<file path="src/hdl/pcad_pkg.sv">
package pcad_pkg;

    localparam int unsigned QUEUE_DEPTH_DEF = 8;

    localparam logic [1:0] KIND_POINT = 2'd0;
    localparam logic [1:0] KIND_MIN   = 2'd1;
    localparam logic [1:0] KIND_MAX   = 2'd2;

    localparam logic [2:0] COL_RGBA   = 3'd0;
    localparam logic [2:0] COL_RGB    = 3'd1;
    localparam logic [2:0] COL_565    = 3'd2;
    localparam logic [2:0] COL_CONST  = 3'd3;

    localparam logic [2:0] REG_MODE   = 3'd0;
    localparam logic [2:0] REG_OFF_X  = 3'd1;
    localparam logic [2:0] REG_OFF_Y  = 3'd2;
    localparam logic [2:0] REG_OFF_Z  = 3'd3;
    localparam logic [2:0] REG_SCL_X  = 3'd4;
    localparam logic [2:0] REG_SCL_Y  = 3'd5;
    localparam logic [2:0] REG_SCL_Z  = 3'd6;
    localparam logic [2:0] REG_CCOL   = 3'd7;

    localparam logic [30:0] SCALE_RESET  = 31'd65536;
    localparam logic [31:0] BOX_MIN_INIT = 32'h7FFF_FFFF;
    localparam logic [31:0] BOX_MAX_INIT = 32'h8000_0000;

    typedef struct packed {
        logic signed [31:0] coord_x;
        logic signed [31:0] coord_y;
        logic signed [31:0] coord_z;
        logic        [31:0] colour_word;
        logic               last_point;
    } t_in;

    typedef struct packed {
        logic        [1:0]  kind;
        logic signed [31:0] out_x;
        logic signed [31:0] out_y;
        logic signed [31:0] out_z;
        logic        [7:0]  red;
        logic        [7:0]  green;
        logic        [7:0]  blue;
        logic        [7:0]  alpha;
        logic               run_end;
    } t_out;

    typedef struct packed {
        logic [3:0]       mode;
        logic [2:0][31:0] offset;
        logic [2:0][30:0] scale;
        logic [31:0]      const_colour;
    } t_cfg;

    typedef struct packed {
        logic [2:0][31:0] pos;
        logic [31:0]      colour;
        logic             last;
    } t_point;

endpackage

</file>
<file path="src/hdl/pcad_back.sv">
module pcad_back import pcad_pkg::*; (
    input  logic   i_clk,
    input  logic   i_rst_n,
    input  logic   i_q_valid,
    input  t_point i_q_data,
    output logic   o_q_rd,
    input  logic   i_pop,
    output logic   o_empty,
    output t_out   o_result
);

    typedef enum logic [2:0] {
        ST_PT  = 3'b001,
        ST_MIN = 3'b010,
        ST_MAX = 3'b100
    } t_bstate;

    t_bstate          r_state, n_state;
    logic [2:0][31:0] r_min, n_min;
    logic [2:0][31:0] r_max, n_max;
    logic [2:0][31:0] upd_min, upd_max;
    logic             r_out_v, n_out_v;
    t_out             r_out, n_out;
    logic             load;

    assign load = !r_out_v || i_pop;

    always_comb begin
        for (int a = 0; a < 3; a++) begin
            upd_min[a] = ($signed(i_q_data.pos[a]) < $signed(r_min[a])) ? i_q_data.pos[a]
                                                                         : r_min[a];
            upd_max[a] = ($signed(i_q_data.pos[a]) > $signed(r_max[a])) ? i_q_data.pos[a]
                                                                         : r_max[a];
        end
    end

    always_comb begin
        n_state = r_state;
        n_min   = r_min;
        n_max   = r_max;
        n_out_v = r_out_v && !i_pop;
        n_out   = r_out;
        o_q_rd  = 1'b0;
        unique case (r_state)
            ST_PT: begin
                if (i_q_valid && load) begin
                    o_q_rd        = 1'b1;
                    n_min         = upd_min;
                    n_max         = upd_max;
                    n_out_v       = 1'b1;
                    n_out.kind    = KIND_POINT;
                    n_out.out_x   = i_q_data.pos[0];
                    n_out.out_y   = i_q_data.pos[1];
                    n_out.out_z   = i_q_data.pos[2];
                    n_out.red     = i_q_data.colour[7:0];
                    n_out.green   = i_q_data.colour[15:8];
                    n_out.blue    = i_q_data.colour[23:16];
                    n_out.alpha   = i_q_data.colour[31:24];
                    n_out.run_end = !i_q_data.last;
                    if (i_q_data.last) begin
                        n_state = ST_MIN;
                    end
                end
            end
            ST_MIN: begin
                if (load) begin
                    n_out_v       = 1'b1;
                    n_out         = '0;
                    n_out.kind    = KIND_MIN;
                    n_out.out_x   = r_min[0];
                    n_out.out_y   = r_min[1];
                    n_out.out_z   = r_min[2];
                    n_state       = ST_MAX;
                end
            end
            ST_MAX: begin
                if (load) begin
                    n_out_v       = 1'b1;
                    n_out         = '0;
                    n_out.kind    = KIND_MAX;
                    n_out.out_x   = r_max[0];
                    n_out.out_y   = r_max[1];
                    n_out.out_z   = r_max[2];
                    n_out.run_end = 1'b1;
                    n_min         = {3{BOX_MIN_INIT}};
                    n_max         = {3{BOX_MAX_INIT}};
                    n_state       = ST_PT;
                end
            end
            default: begin
                n_state = ST_PT;
            end
        endcase
    end

    always_ff @(posedge i_clk) begin
        if (!i_rst_n) begin
            r_state <= ST_PT;
            r_min   <= {3{BOX_MIN_INIT}};
            r_max   <= {3{BOX_MAX_INIT}};
            r_out_v <= 1'b0;
        end else begin
            r_state <= n_state;
            r_min   <= n_min;
            r_max   <= n_max;
            r_out_v <= n_out_v;
        end
    end

    always_ff @(posedge i_clk) begin
        r_out <= n_out;
    end

    assign o_empty  = !r_out_v;
    assign o_result = r_out;

    a_no_pop_in_box: assert property (@(posedge i_clk) disable iff (!i_rst_n)
        (r_state != ST_PT) |-> !o_q_rd)
        else $error("queue popped while box results pending");

    a_box_cleared: assert property (@(posedge i_clk) disable iff (!i_rst_n)
        ((r_state == ST_MAX) && load) |=>
            ((r_state == ST_PT) && (r_min == {3{BOX_MIN_INIT}})
             && (r_max == {3{BOX_MAX_INIT}})))
        else $error("box not cleared after maximum result");

endmodule

</file>
<file path="config.mk">
export PLATFORM = sky130hd
export DESIGN_NAME = pcad_back
export DESIGN_NICKNAME = d
export VERILOG_FILES = /design/src/hdl/pcad_pkg.sv /design/src/hdl/pcad_back.sv
export SDC_FILE = /design/constraint.sdc
export NUM_CORES = 1
export LEC_CHECK = 0
export CAP_MARGIN = 10
export CORE_MARGIN = 8
export CORE_UTILIZATION = 35
export DETAILED_ROUTE_END_ITERATION = 8
export DONT_BUFFER_PORTS = 1
export PLACE_DENSITY = 0.46
export SYNTH_ARGS = -nofsm -noshare
export SYNTH_HDL_FRONTEND = slang
export SYNTH_SLANG_ARGS = --single-unit
</file>
<file path="constraint.sdc">
create_clock -name i_clk -period 10.8 [get_ports i_clk]
set_input_delay 2.16 -clock i_clk [delete_from_list [all_inputs] [get_ports i_clk]]
set_output_delay 2.16 -clock i_clk [all_outputs]
set_load 0.02 [all_outputs]
</file>
==> flow_summary.yaml <==
status:
  status: "completed"
cells_and_area:
  syn_to_final_growth_pct: 10.8
  layout.nets: 2154
  diodes: 0
  drive_above_1_share: 0.0612
  final_area_um2: 19800
  fin_util: 0.389
  layout_common_cells: "nand2_1 (354), dfxtp_1 (196), inv_1 (195), ha_1 (189), edfxtp_1 (131)"
  final_common_cell: "nand2_1"
drt:
  wire_per_inst_um: 20.9
  final_antenna_net_count: 0
  dr.pass1.iters: 5
  drt-vias-per-instance: 5.18
  drcViolationCount: 0
  drtIter0Drc: 584
  via_count: 13173
  routed_wirelength_um: 53200
worst_setup_path:
  r2r_slack_ns: 6.98
  r2r_cells: 5
  cp_slowest_cell: "nor2_1"
  worstPathArrival_ns: 2.72
  worst-setup-path-type: "input pin to output pin"
  cpLargestDelayFamily: "simple AND/OR/NAND/NOR gates"
  rr_startpoint: "r_state[2]"
  critPathMaxStageDelay_ns: 0.46
  cp_cell_sequence: "nand2_1, nor2_1"
  crit_buf_inv: 0
  startpoint: "i_q_valid"
  r2r_end: "o_result[96]"
  cp.depth: 2
  start_kind: "input pin"
  cp-endpoint: "o_q_rd"
  crit_required_ns: 8.64
  worstPathMaxFanout: 4
  end_kind: "output pin"
grt:
  grt_pass1_wl_um: 82100
  gr-usage-all-layers: 0.176
  overflow: 0
  grt_pass1_vias: 13323
  grt_max_degree: 73
  antenna_found_initial: 1
placement:
  portBuffers: 0
  dp_hpwl_um: 35800
  dpl-instance-area_um2: 18400
  post-place-ws_ns: 5.52
  gp_congestion: 0.797
floorplan:
  die_y_um: 242
  num_io_pins: 266
  core_area_um2: 51000
  start_util: 0.351
  dieArea_um2: 58700
  die_w_um: 242
  rows: 83
synthesis:
  synth_edf_count: 131
  ys_ff_latch: 327
  synth_nets: 2184
  synth_cells: 1862
  synth_top_area_cell: "edfxtp_1"
  synth.area.top_cells: "edfxtp_1 (22%), dfxtp_1 (22%), ha_1 (13%), nand2_1 (7.4%), mux2i_1 (5.4%)"
  synth_top_area_frac: 0.220
  synthFlopType: "dfxtp_1"
  seq_area_frac_synth: 0.439
  yosysUniqueCellTypes: 70
  async_flop_share: 0
  netlist_area_um2: 17900
  synth.yosys.warnings: 0
  syn_avg_cell_area_um2: 9.62
timing:
  max_slew_margin: 0.239
  timing.fmax_mhz: 205
  tightest_slew_ns: 1.14
  hold_viol: 0
  finalMaxSlewViolations: 0
  min_period_ns: 4.88
  rsz0062_at_grt: "false"
  finalClockSkew_ns: 0.0259
  setup_slack_ns: 5.92
  setup_viol: 0
  fin_crit_sh: 0.451
  setup_tns_ns: 0
clock_tree:
  cts.sinks: 327
  cts_hold_buf: 0
  cts_buffers: 41
  cts_buffer_depth: 3
  cts_tree: "yes"
  clk_latency_ns: 0.57
  cts_setup_buffers: 0
  root_buffer: "clkbuf_16"
  h-tree-depth: 2
  ctsResizeCount: 0
  clk_pin_slew_ns: 0.06
flow_run:
  drv_cap: 0
power:
  power_density_nw_per_um2: 183
  p_total_mw: 3.63
  p_leak_nw: 9.03
  ir_drop_uv: 114
worst_hold_path:
  hold_class: "flip-flop to flip-flop"
[per-stage QoR]
stage                     cells  hold WS, ns
final                      2544        0.475
after floorplan            1862        0.447
after global placement     2469        0.460
after global routing       2544        0.493
after CTS                  2544        0.477
after detailed placement   2469        0.469
[worst min path at each step]
stage / start / endpoint / slack, ns / depth (start not counted)
2_1_floorplan: r_min[63] / r_min[63] / 0.45 / 2
3_3_place_gp: r_max[42] / r_max[42] / 0.46 / 2
3_5_place_dp: r_max[22] / r_max[22] / 0.47 / 2
4_1_cts: r_max[22] / r_max[22] / 0.48 / 2
5_1_grt: r_max[30] / r_max[30] / 0.49 / 2
6_report: r_max[58] / r_max[58] / 0.47 / 2
[tightest hold or removal path: cells and delay by family (launching register included)]
| family | cells | cell delay [ns] |
|---|---|---|
| flops | 1 | 0.32 |
| mux | 1 | 0.05 |
| simple gates | 1 | 0.06 |
[final cells by class]
| class | count | area, um2 |
|---|---|---|
| multi-input cells | 1248 | 8860 |
| clock inverters | 23 | 280 |
| inverters | 197 | 742 |
| flip-flops and latches | 327 | 7860 |
| repair buffers | 17 | 128 |
| fillers | 5056 | 31100 |
| clock buffers | 52 | 1120 |
| well taps | 680 | 851 |
[cells in the mapped netlist, drive strengths merged, types with 4 or more instances]
cell and number:
and4 4, a21oi 62, nand4 35, o22a 31
or3 4, o21a 38, a22o 31, a21o 40
nand2 354, nor4 4, a211oi 4, inv 197
nor3 9, edfxtp 131, nand2b 6, mux2i 97
o21ai 23, ha 189, nand3 11, buf 35
nor2b 10, a211o 31, a22oi 96, and2 32
clkbuf 55, nor2 91, dfxtp 196, a2111oi 4
[sequential cells by signal, indices dropped and copies added (netlist names)]
register	count
r_min	96
r_max	96
r_out_v	1
r_state	3
o_result	131
[where the power goes]
part           internal (mW)  switching [mW]
combinational          0.232           0.333
sequential              1.45           0.165
clock                  0.880           0.570
[layer usage]
metal  global-route usage  vias to the layer above  part of all wire
li1                     -                     6502                 -
met5                    0                        -                 0
met3               0.0437                       66             0.051
met4               0.0406                        0             0.019
met2                0.309                      223              0.49
met1                0.216                     6382              0.44
[cell families (layout without fill, tap and decap cells)]
group / count (synthesis) / after routing / synth area share
buf+inv: 287 / 289 / 0.0699
simple gates: 568 / 568 / 0.139
fa+ha+maj: 189 / 189 / 0.132
compound gates: 393 / 393 / 0.165
xor+xnor: 1 / 1 / 0.000909
mux: 97 / 97 / 0.0542
flops: 327 / 327 / 0.439
Power figures use the tool's default switching activity.
