<file path="config.mk">
export PLATFORM = sky130hd
export DESIGN_NAME = pcad_fifo
export DESIGN_NICKNAME = d
export VERILOG_FILES = /design/src/hdl/pcad_pkg.sv /design/src/hdl/pcad_fifo.sv
export SDC_FILE = /design/constraint.sdc
export NUM_CORES = 1
export LEC_CHECK = 0
export ABC_AREA = 1
export BUFFER_PORTS_ARGS = -buffer_cell sky130_fd_sc_hd__buf_2
export CAP_MARGIN = 15
export CELL_PAD_IN_SITES_DETAIL_PLACEMENT = 1
export CELL_PAD_IN_SITES_GLOBAL_PLACEMENT = 1
export CORE_MARGIN = 1.5
export CORE_UTILIZATION = 35
export DETAILED_ROUTE_END_ITERATION = 6
export PLACE_DENSITY = 0.65
export SLEW_MARGIN = 20
export SYNTH_ARGS = -nofsm -noshare
export SYNTH_HDL_FRONTEND = slang
export SYNTH_SLANG_ARGS = --single-unit
</file>
<file path="constraint.sdc">
create_clock -name i_clk -period 16.9 [get_ports i_clk]
set_input_delay 2.535 -clock i_clk [delete_from_list [all_inputs] [get_ports i_clk]]
set_output_delay 2.535 -clock i_clk [all_outputs]
set_load 0.05 [all_outputs]
</file>
<file path="src/hdl/pcad_pkg.sv">
package pcad_pkg;

    localparam int unsigned QUEUE_DEPTH_DEF = 8;

    localparam logic [1:0] KIND_POINT = 2'd0;
    localparam logic [1:0] KIND_MIN   = 2'd1;
    localparam logic [1:0] KIND_MAX   = 2'd2;

    localparam logic [2:0] COL_RGBA   = 3'd0;
    localparam logic [2:0] COL_RGB    = 3'd1;
    localparam logic [2:0] COL_565    = 3'd2;
    localparam logic [2:0] COL_CONST  = 3'd3;

    localparam logic [2:0] REG_MODE   = 3'd0;
    localparam logic [2:0] REG_OFF_X  = 3'd1;
    localparam logic [2:0] REG_OFF_Y  = 3'd2;
    localparam logic [2:0] REG_OFF_Z  = 3'd3;
    localparam logic [2:0] REG_SCL_X  = 3'd4;
    localparam logic [2:0] REG_SCL_Y  = 3'd5;
    localparam logic [2:0] REG_SCL_Z  = 3'd6;
    localparam logic [2:0] REG_CCOL   = 3'd7;

    localparam logic [30:0] SCALE_RESET  = 31'd65536;
    localparam logic [31:0] BOX_MIN_INIT = 32'h7FFF_FFFF;
    localparam logic [31:0] BOX_MAX_INIT = 32'h8000_0000;

    typedef struct packed {
        logic signed [31:0] coord_x;
        logic signed [31:0] coord_y;
        logic signed [31:0] coord_z;
        logic        [31:0] colour_word;
        logic               last_point;
    } t_in;

    typedef struct packed {
        logic        [1:0]  kind;
        logic signed [31:0] out_x;
        logic signed [31:0] out_y;
        logic signed [31:0] out_z;
        logic        [7:0]  red;
        logic        [7:0]  green;
        logic        [7:0]  blue;
        logic        [7:0]  alpha;
        logic               run_end;
    } t_out;

    typedef struct packed {
        logic [3:0]       mode;
        logic [2:0][31:0] offset;
        logic [2:0][30:0] scale;
        logic [31:0]      const_colour;
    } t_cfg;

    typedef struct packed {
        logic [2:0][31:0] pos;
        logic [31:0]      colour;
        logic             last;
    } t_point;

endpackage

</file>
<file path="src/hdl/pcad_fifo.sv">
module pcad_fifo import pcad_pkg::*; #(
    parameter int unsigned DEPTH = QUEUE_DEPTH_DEF
) (
    input  logic   i_clk,
    input  logic   i_rst_n,
    input  logic   i_wr,
    input  t_point i_wdata,
    input  logic   i_rd,
    output logic   o_valid,
    output t_point o_rdata
);

    localparam int unsigned PTR_W = (DEPTH > 1) ? $clog2(DEPTH) : 1;
    localparam int unsigned CNT_W = $clog2(DEPTH + 1);
    localparam logic [PTR_W-1:0] PTR_LAST = PTR_W'(DEPTH - 1);

    t_point           r_mem [DEPTH];
    logic [PTR_W-1:0] r_wr;
    logic [PTR_W-1:0] r_rd;
    logic [CNT_W-1:0] r_count;

    always_ff @(posedge i_clk) begin
        if (i_wr) begin
            r_mem[r_wr] <= i_wdata;
        end
    end

    always_ff @(posedge i_clk) begin
        if (!i_rst_n) begin
            r_wr    <= '0;
            r_rd    <= '0;
            r_count <= '0;
        end else begin
            if (i_wr) begin
                r_wr <= (r_wr == PTR_LAST) ? '0 : r_wr + 1'b1;
            end
            if (i_rd) begin
                r_rd <= (r_rd == PTR_LAST) ? '0 : r_rd + 1'b1;
            end
            r_count <= r_count + CNT_W'(i_wr) - CNT_W'(i_rd);
        end
    end

    assign o_valid = (r_count != '0);
    assign o_rdata = r_mem[r_rd];

    a_no_overflow: assert property (@(posedge i_clk) disable iff (!i_rst_n)
        !(i_wr && !i_rd && (r_count == CNT_W'(DEPTH))))
        else $error("queue written while full");

    a_no_underflow: assert property (@(posedge i_clk) disable iff (!i_rst_n)
        !(i_rd && (r_count == '0)))
        else $error("queue read while empty");

endmodule

</file>
==> results of run 1 <==
cells in the mapped netlist:
cell | count | area share
buf_2 | 101 | 0.011
inv_1 | 1049 | 0.087
o21a_1 | 1 | 0.00017
dfxtp_1 | 13 | 0.0057
o21ai_0 | 2 | 0.00022
fa_1 | 1 | 0.00044
nor2_1 | 14 | 0.0012
nand3_1 | 519 | 0.057
xnor2_1 | 1 | 0.00019
or2_2 | 1 | 0.00014
inv_2 | 2 | 0.00017
ha_1 | 9 | 0.0025
a21oi_1 | 6 | 0.00066
nand2_1 | 1693 | 0.14
buf_1 | 26 | 0.0022
edfxtp_1 | 1032 | 0.68
clkbuf_1 | 72 | 0.0060
registers in the layout, summed over array words and instances (netlist names), named ones only:
name,cells
r_rd,3
r_count,4
r_wr,3
r_mem,1032
power groups by stage:
| stage | clock network, mW | logic, mW | registers (mW) |
|---|---|---|---|
| final | 2.42 | 0.737 | 2.95 |
| after global routing | 2.58 | 0.814 | 2.95 |
| after CTS | 2.49 | 0.753 | 2.95 |
| after detailed placement | 0 | 0.749 | 3.00 |
| after global placement | 0 | 0.739 | 3.00 |
| after floorplan | 0 | 0.508 | 3.00 |
kinds of logic after synthesis:
logic type | after synthesis | synth area share
adders and majority gates | 10 | 0.00293
AOI/OAI and AO/OA | 9 | 0.00105
buffers and inverters | 1250 | 0.106
DFF | 1045 | 0.690
xor gates and xnor gates | 1 | 0.000194
and+or+nand+nor | 2227 | 0.199
worst min path at each step:
stage | to | slack, ns
final | r_wr[0]$_SDFFE_PN0P_ | 0.50
after global placement | r_wr[0]$_SDFFE_PN0P_ | 0.48
after floorplan | flop | 0.46
after detailed placement | r_wr[0]$_SDFFE_PN0P_ | 0.49
after global routing | flop | 0.54
after CTS | r_wr[0]$_SDFFE_PN0P_ | 0.50
final cells by class:
type | instances | area (sq um)
antenna | 6 | 15.0
clock buffer | 143 | 3000
clock inverter | 68 | 602
fill | 14300 | 76100
inverter | 1051 | 3970
multi-input combinational | 2247 | 9260
sequential | 1045 | 31300
tap | 1729 | 2160
timing repair buffer | 300 | 1660
through the flow:
stage	power (mW)	area, sq um	std cells	hold WS, ns
4_1_cts	6.19	51900	6583	0.501
5_1_grt	6.34	51900	6586	0.536
3_5_place_dp	3.75	48300	6372	0.494
2_1_floorplan	3.51	45300	4542	0.459
6_report	6.10	51900	6589	0.502
3_3_place_gp	3.74	48300	6372	0.482
metal layers:
| metal | vias up | GRT usage |
|---|---|---|
| met5 | - | 0 |
| met4 | 24 | 0.0539 |
| met3 | 193 | 0.0308 |
| met2 | 448 | 0.327 |
| met1 | 15200 | 0.225 |
| li1 | 14500 | - |
worst max-delay path, delay by kind of cell, from the launching register on:
family,cells,cell delay (ns)
buffers and inverters,4,2.50
AND/OR/NAND/NOR,4,0.54
flip-flops,1,0.53
==> results.sh, run 1 <==
export IMPL_mostFrequentLayoutCells="1693 x nand2_1, 1048 x inv_1, 1032 x edfxtp_1"
export IMPL_met2_length_um=59600
export IMPL_antenna_found_initial=23
export IMPL_worst_pin_slew_ns=1.24
export IMPL_min_from="r_wr[0]$_SDFFE_PN0P_"
export IMPL_avgSynthCellArea_sq_um=9.97
export IMPL_core_sq_um=128000
export IMPL_via_per_inst=4.61
export IMPL_finalCritPeriodShare=0.410
export IMPL_power_density_nw_per_um2=117
export IMPL_htreeDepth=3
export IMPL_post_place_ws_ns=10.66
export IMPL_finalMaxSlewViolations=0
export IMPL_crit_chain="inv_8, buf_4, buf_4, nand3_1, nand2_1, nand2_1, nand2_1, buf_2"
export IMPL_final_nets=4903
export IMPL_setup_viol=0
export IMPL_die_h_um=363
export IMPL_routedWlPerCell_um=18.1
export IMPL_grt_pass1_vias=32100
export IMPL_cts_resized=0
export IMPL_setup_ws_ns=9.97
export IMPL_boundaryPins=263
export IMPL_ys_warn_count=0
export IMPL_criticalPathCategory="flop to primary output"
export IMPL_cts_root_buf="clkbuf_16"
export IMPL_final_common_cell="nand2_1"
export IMPL_syn_nets=4685
export IMPL_dr_pass1_iters=5
export IMPL_hold_path_cell_count=2
export IMPL_dr_wl_met3_um=4650
export IMPL_rr_endpoint="r_mem[5][63]$_DFFE_PP_"
export IMPL_cts_tree="done"
export IMPL_postCtsSetupBuffers=0
export IMPL_intPower_mw=4.47
export IMPL_numCtsBuffers=115
export IMPL_wl_um=119000
export IMPL_postCtsHoldBufs=0
export IMPL_arrival_ns=4.39
export IMPL_grt_overflow=0
export IMPL_area_delta_synth_final_pct=14.7
export IMPL_top_layer_used="met5"
export IMPL_crit_required_ns=14.37
export IMPL_combPwrFrac=0.121
export IMPL_wl_met1_um=52200
export IMPL_critPathMaxFanout=94
export IMPL_r2r_start="r_wr[0]$_SDFFE_PN0P_"
export IMPL_clockBufferDepth=3
export IMPL_hold_viol_final=0
export IMPL_status="finished clean"
export IMPL_clk_pin_slew_ns=0.06
export IMPL_cap_violations=0
export IMPL_final_core_utilization=0.406
export IMPL_grt_max_degree=208
export IMPL_p_leak_nw=23.7
export IMPL_min_period_ns=6.93
export IMPL_ir_drop_mv=0.0799
export IMPL_finalClockSkew_ns=0.0228
export IMPL_start_util=0.354
export IMPL_num_rows=131
export IMPL_syn_inst=4542
export IMPL_fin_setup_tns_ns=0
export IMPL_switching_share=0.268
export IMPL_numPortBuffers=262
export IMPL_end_kind="primary output"
export IMPL_switchingPower_mw=1.63
export IMPL_p_clk_frac=0.396
export IMPL_drcViolationCount=0
export IMPL_synth_cell_types=17
export IMPL_grt_pass1_wl_um=185000
export IMPL_drt_iter0_drc=1756
export IMPL_syn_cell_area_sq_um=45300
export IMPL_fp_dieW_um=363
export IMPL_clock_fmax_mhz=144
export IMPL_worstSetupStartpointType="flop"
export IMPL_relSlewSlack=0.171
export IMPL_ys_ff_latch=1045
export IMPL_endpoint="o_rdata[37]"
export IMPL_r2r_setup_slack_ns=13.52
export IMPL_grt_usage=0.183
export IMPL_ys_seq_area_frac=0.690
export IMPL_hold_path_class="flop to flop"
export IMPL_cp_common_cell="nand2_1"
export IMPL_layout_drive_gt1_share=0.0981
export IMPL_hpwl_um=63600
export IMPL_postRouteAntennaNets=0
export IMPL_die_area_sq_um=132000
export IMPL_place_gp_congestion=0.719
export IMPL_clk_latency_ns=0.75
export IMPL_cts_sinks=1045
export IMPL_rsz0062_at_grt="false"
export IMPL_seq_power_share=0.483
export IMPL_r2r_cells=5
export IMPL_critPathMaxStageDelay_ns=0.82
export IMPL_vias=30400
export IMPL_critPathSlowestCell="buf_4"
(Power assumes the default switching activity.)
==> run 2: changes to the inputs <==
- clock period: 16.9 -> 7.1 ns (I/O delays scaled with it)
==> run 2 against run 1 <==
Hold slack better by 0.0025 ns. Sequential power rose by 140%. Sequential share of layout area shrank 0.42 points. Clock power is 150% higher. Non-clock buffer count increased by 1. Die area is the same. Combinational power grew 140%. Total power is 140% higher. First-iteration DRC count shrank 8.5%.
==> results.sh, run 2 (synthesis gave the netlist of run 1 again) <==
export IMPL_final_nets=4906
export IMPL_end_kind="primary output"
export IMPL_finalMaxSlewViolations=0
export IMPL_p_leak_nw=23.8
export IMPL_core_sq_um=128000
export IMPL_cap_violations=0
export IMPL_dpl_cell_count=6372
export IMPL_worstSetupStartpointType="flop"
export IMPL_vias=30200
export IMPL_regMostFlops="r_mem"
export IMPL_wl_um=120000
export IMPL_grt_usage=0.182
export IMPL_drcViolationCount=0
export IMPL_start_util=0.354
export IMPL_place_area_sq_um=48500
export IMPL_min_period_ns=4.92
export IMPL_power_density_nw_per_um2=282
export IMPL_cts_root_buf="clkbuf_16"
export IMPL_final_common_cell="nand2_1"
export IMPL_cts_tree="done"
export IMPL_criticalPathCategory="flop to primary output"
export IMPL_layout_drive_gt1_share=0.0998
export IMPL_stdcell_area_sq_um=52300
export IMPL_min_from="r_rd[1]$_SDFFE_PN0P_"
export IMPL_via_per_inst=4.57
export IMPL_reg_top3="r_mem: 1032 flops, r_count: 4 flops"
export IMPL_setup_viol=0
export IMPL_hold_path_cell_count=2
export IMPL_grt_pass1_wl_um=184000
export IMPL_finalCritPeriodShare=0.693
export IMPL_die_h_um=363
export IMPL_cts_resized=0
export IMPL_area_delta_synth_final_pct=15.5
export IMPL_postCtsHoldBufs=0
export IMPL_crit_required_ns=6.03
export IMPL_htreeDepth=3
export IMPL_die_area_sq_um=132000
export IMPL_place_gp_congestion=0.710
export IMPL_arrival_ns=3.85
export IMPL_numPortBuffers=262
export IMPL_ir_drop_mv=0.210
export IMPL_boundaryPins=263
export IMPL_finalClockSkew_ns=0.0314
export IMPL_grt_max_degree=186
export IMPL_grt_pass1_vias=31600
export IMPL_rr_endpoint="r_mem[6][89]$_DFFE_PP_"
export IMPL_largest_reg_flops=1032
export IMPL_fin_cells=6600
export IMPL_clk_latency_ns=0.73
export IMPL_postRouteAntennaNets=0
export IMPL_hpwl_um=64600
export IMPL_hold_viol_final=0
export IMPL_hold_path_class="flop to flop"
export IMPL_dr_pass1_iters=4
export IMPL_num_rows=131
export IMPL_r2r_cells=5
export IMPL_postCtsSetupBuffers=0
export IMPL_clockBufferDepth=3
export IMPL_numCtsBuffers=117
export IMPL_grt_overflow=0
export IMPL_drt_iter0_drc=1606
export IMPL_clk_pin_slew_ns=0.06
export IMPL_relSlewSlack=0.321
export IMPL_routedWlPerCell_um=18.2
export IMPL_worst_pin_slew_ns=1.02
export IMPL_clock_fmax_mhz=203
export IMPL_rsz0062_at_grt="false"
export IMPL_r2r_start="r_wr[0]$_SDFFE_PN0P_"
export IMPL_fp_dieW_um=363
export IMPL_critPathMaxFanout=160
export IMPL_cts_sinks=1045
export IMPL_mostFrequentLayoutCells="1693 x nand2_1, 1048 x inv_1, 1032 x edfxtp_1"
export IMPL_r2r_setup_slack_ns=4.43
export IMPL_antenna_found_initial=33
export IMPL_status="finished clean"
## run 2: cell types whose count changed in the layout (fill, tap and decap cells not counted), sizes merged
cell and delta:
buf +1, bufinv +4, clkbuf +1, clkinv -2, clkinvlp +2, diode +4
inv +1
## run 2: through the flow
step / setup TNS [ns] / power [mW] / hold slack, ns / util / worst slack (ns)
after floorplan: -52.49 / 8.35 / 0.459 / - / -0.0741
after global placement: 0 / 8.90 / 0.475 / 0.379 / 2.91
after detailed placement: 0 / 8.94 / 0.488 / 0.379 / 2.87
after CTS: 0 / 15.0 / 0.505 / 0.408 / 2.08
after global routing: 0 / 15.3 / 0.542 / 0.408 / 1.92
final: 0 / 14.8 / 0.504 / 0.408 / 2.18
## run 2: per-layer routing
layer	routed length, um	track usage
met1	52000	0.223
met2	60300	0.328
met3	4240	0.0278
met4	3200	0.0587
met5	187	0
## run 2: worst max-delay path by stage
| stage | from | endpoint | slack [ns] | cells after the start |
|---|---|---|---|---|
| 6_report | flop | o_rdata[113] | 2.18 | 8 |
| 3_3_place_gp | flop | o_rdata[1] | 2.91 | 8 |
| 5_1_grt | flop | o_rdata[1] | 1.92 | 8 |
| 2_1_floorplan | i_wr | r_mem[5][0]$_DFFE_PP_ | -0.07 | 2 |
| 3_5_place_dp | flop | o_rdata[115] | 2.87 | 8 |
| 4_1_cts | flop | o_rdata[115] | 2.08 | 8 |
## run 2: report_power, final
group / internal, mW / switching, mW / total [mW]
Combinational: 0.395 / 1.36 / 1.75
Sequential: 6.95 / 0.0627 / 7.02
Clock: 3.49 / 2.50 / 5.99
Total: 10.8 / 3.92 / 14.8
## run 2: cell type report
type                            instances  area, sq um
Antenna cell                           10         25.0
Clock buffer                          144         3060
Clock inverter                         73          719
Fill cell                           14300        75700
Inverter                             1051         3970
Multi-Input combinational cell       2247         9260
Sequential cell                      1045        31300
Tap cell                             1729         2160
Timing Repair Buffer                  301         1840
## run 2: worst max-delay path, stage by stage (launching register included)
cell	delay, ns
dfxtp_4	0.97
buf_12	0.55
buf_4	0.66
nand2_1	0.15
nand3_1	0.11
nand2_1	0.08
nand2_1	0.06
nand2_1	0.10
buf_2	0.22
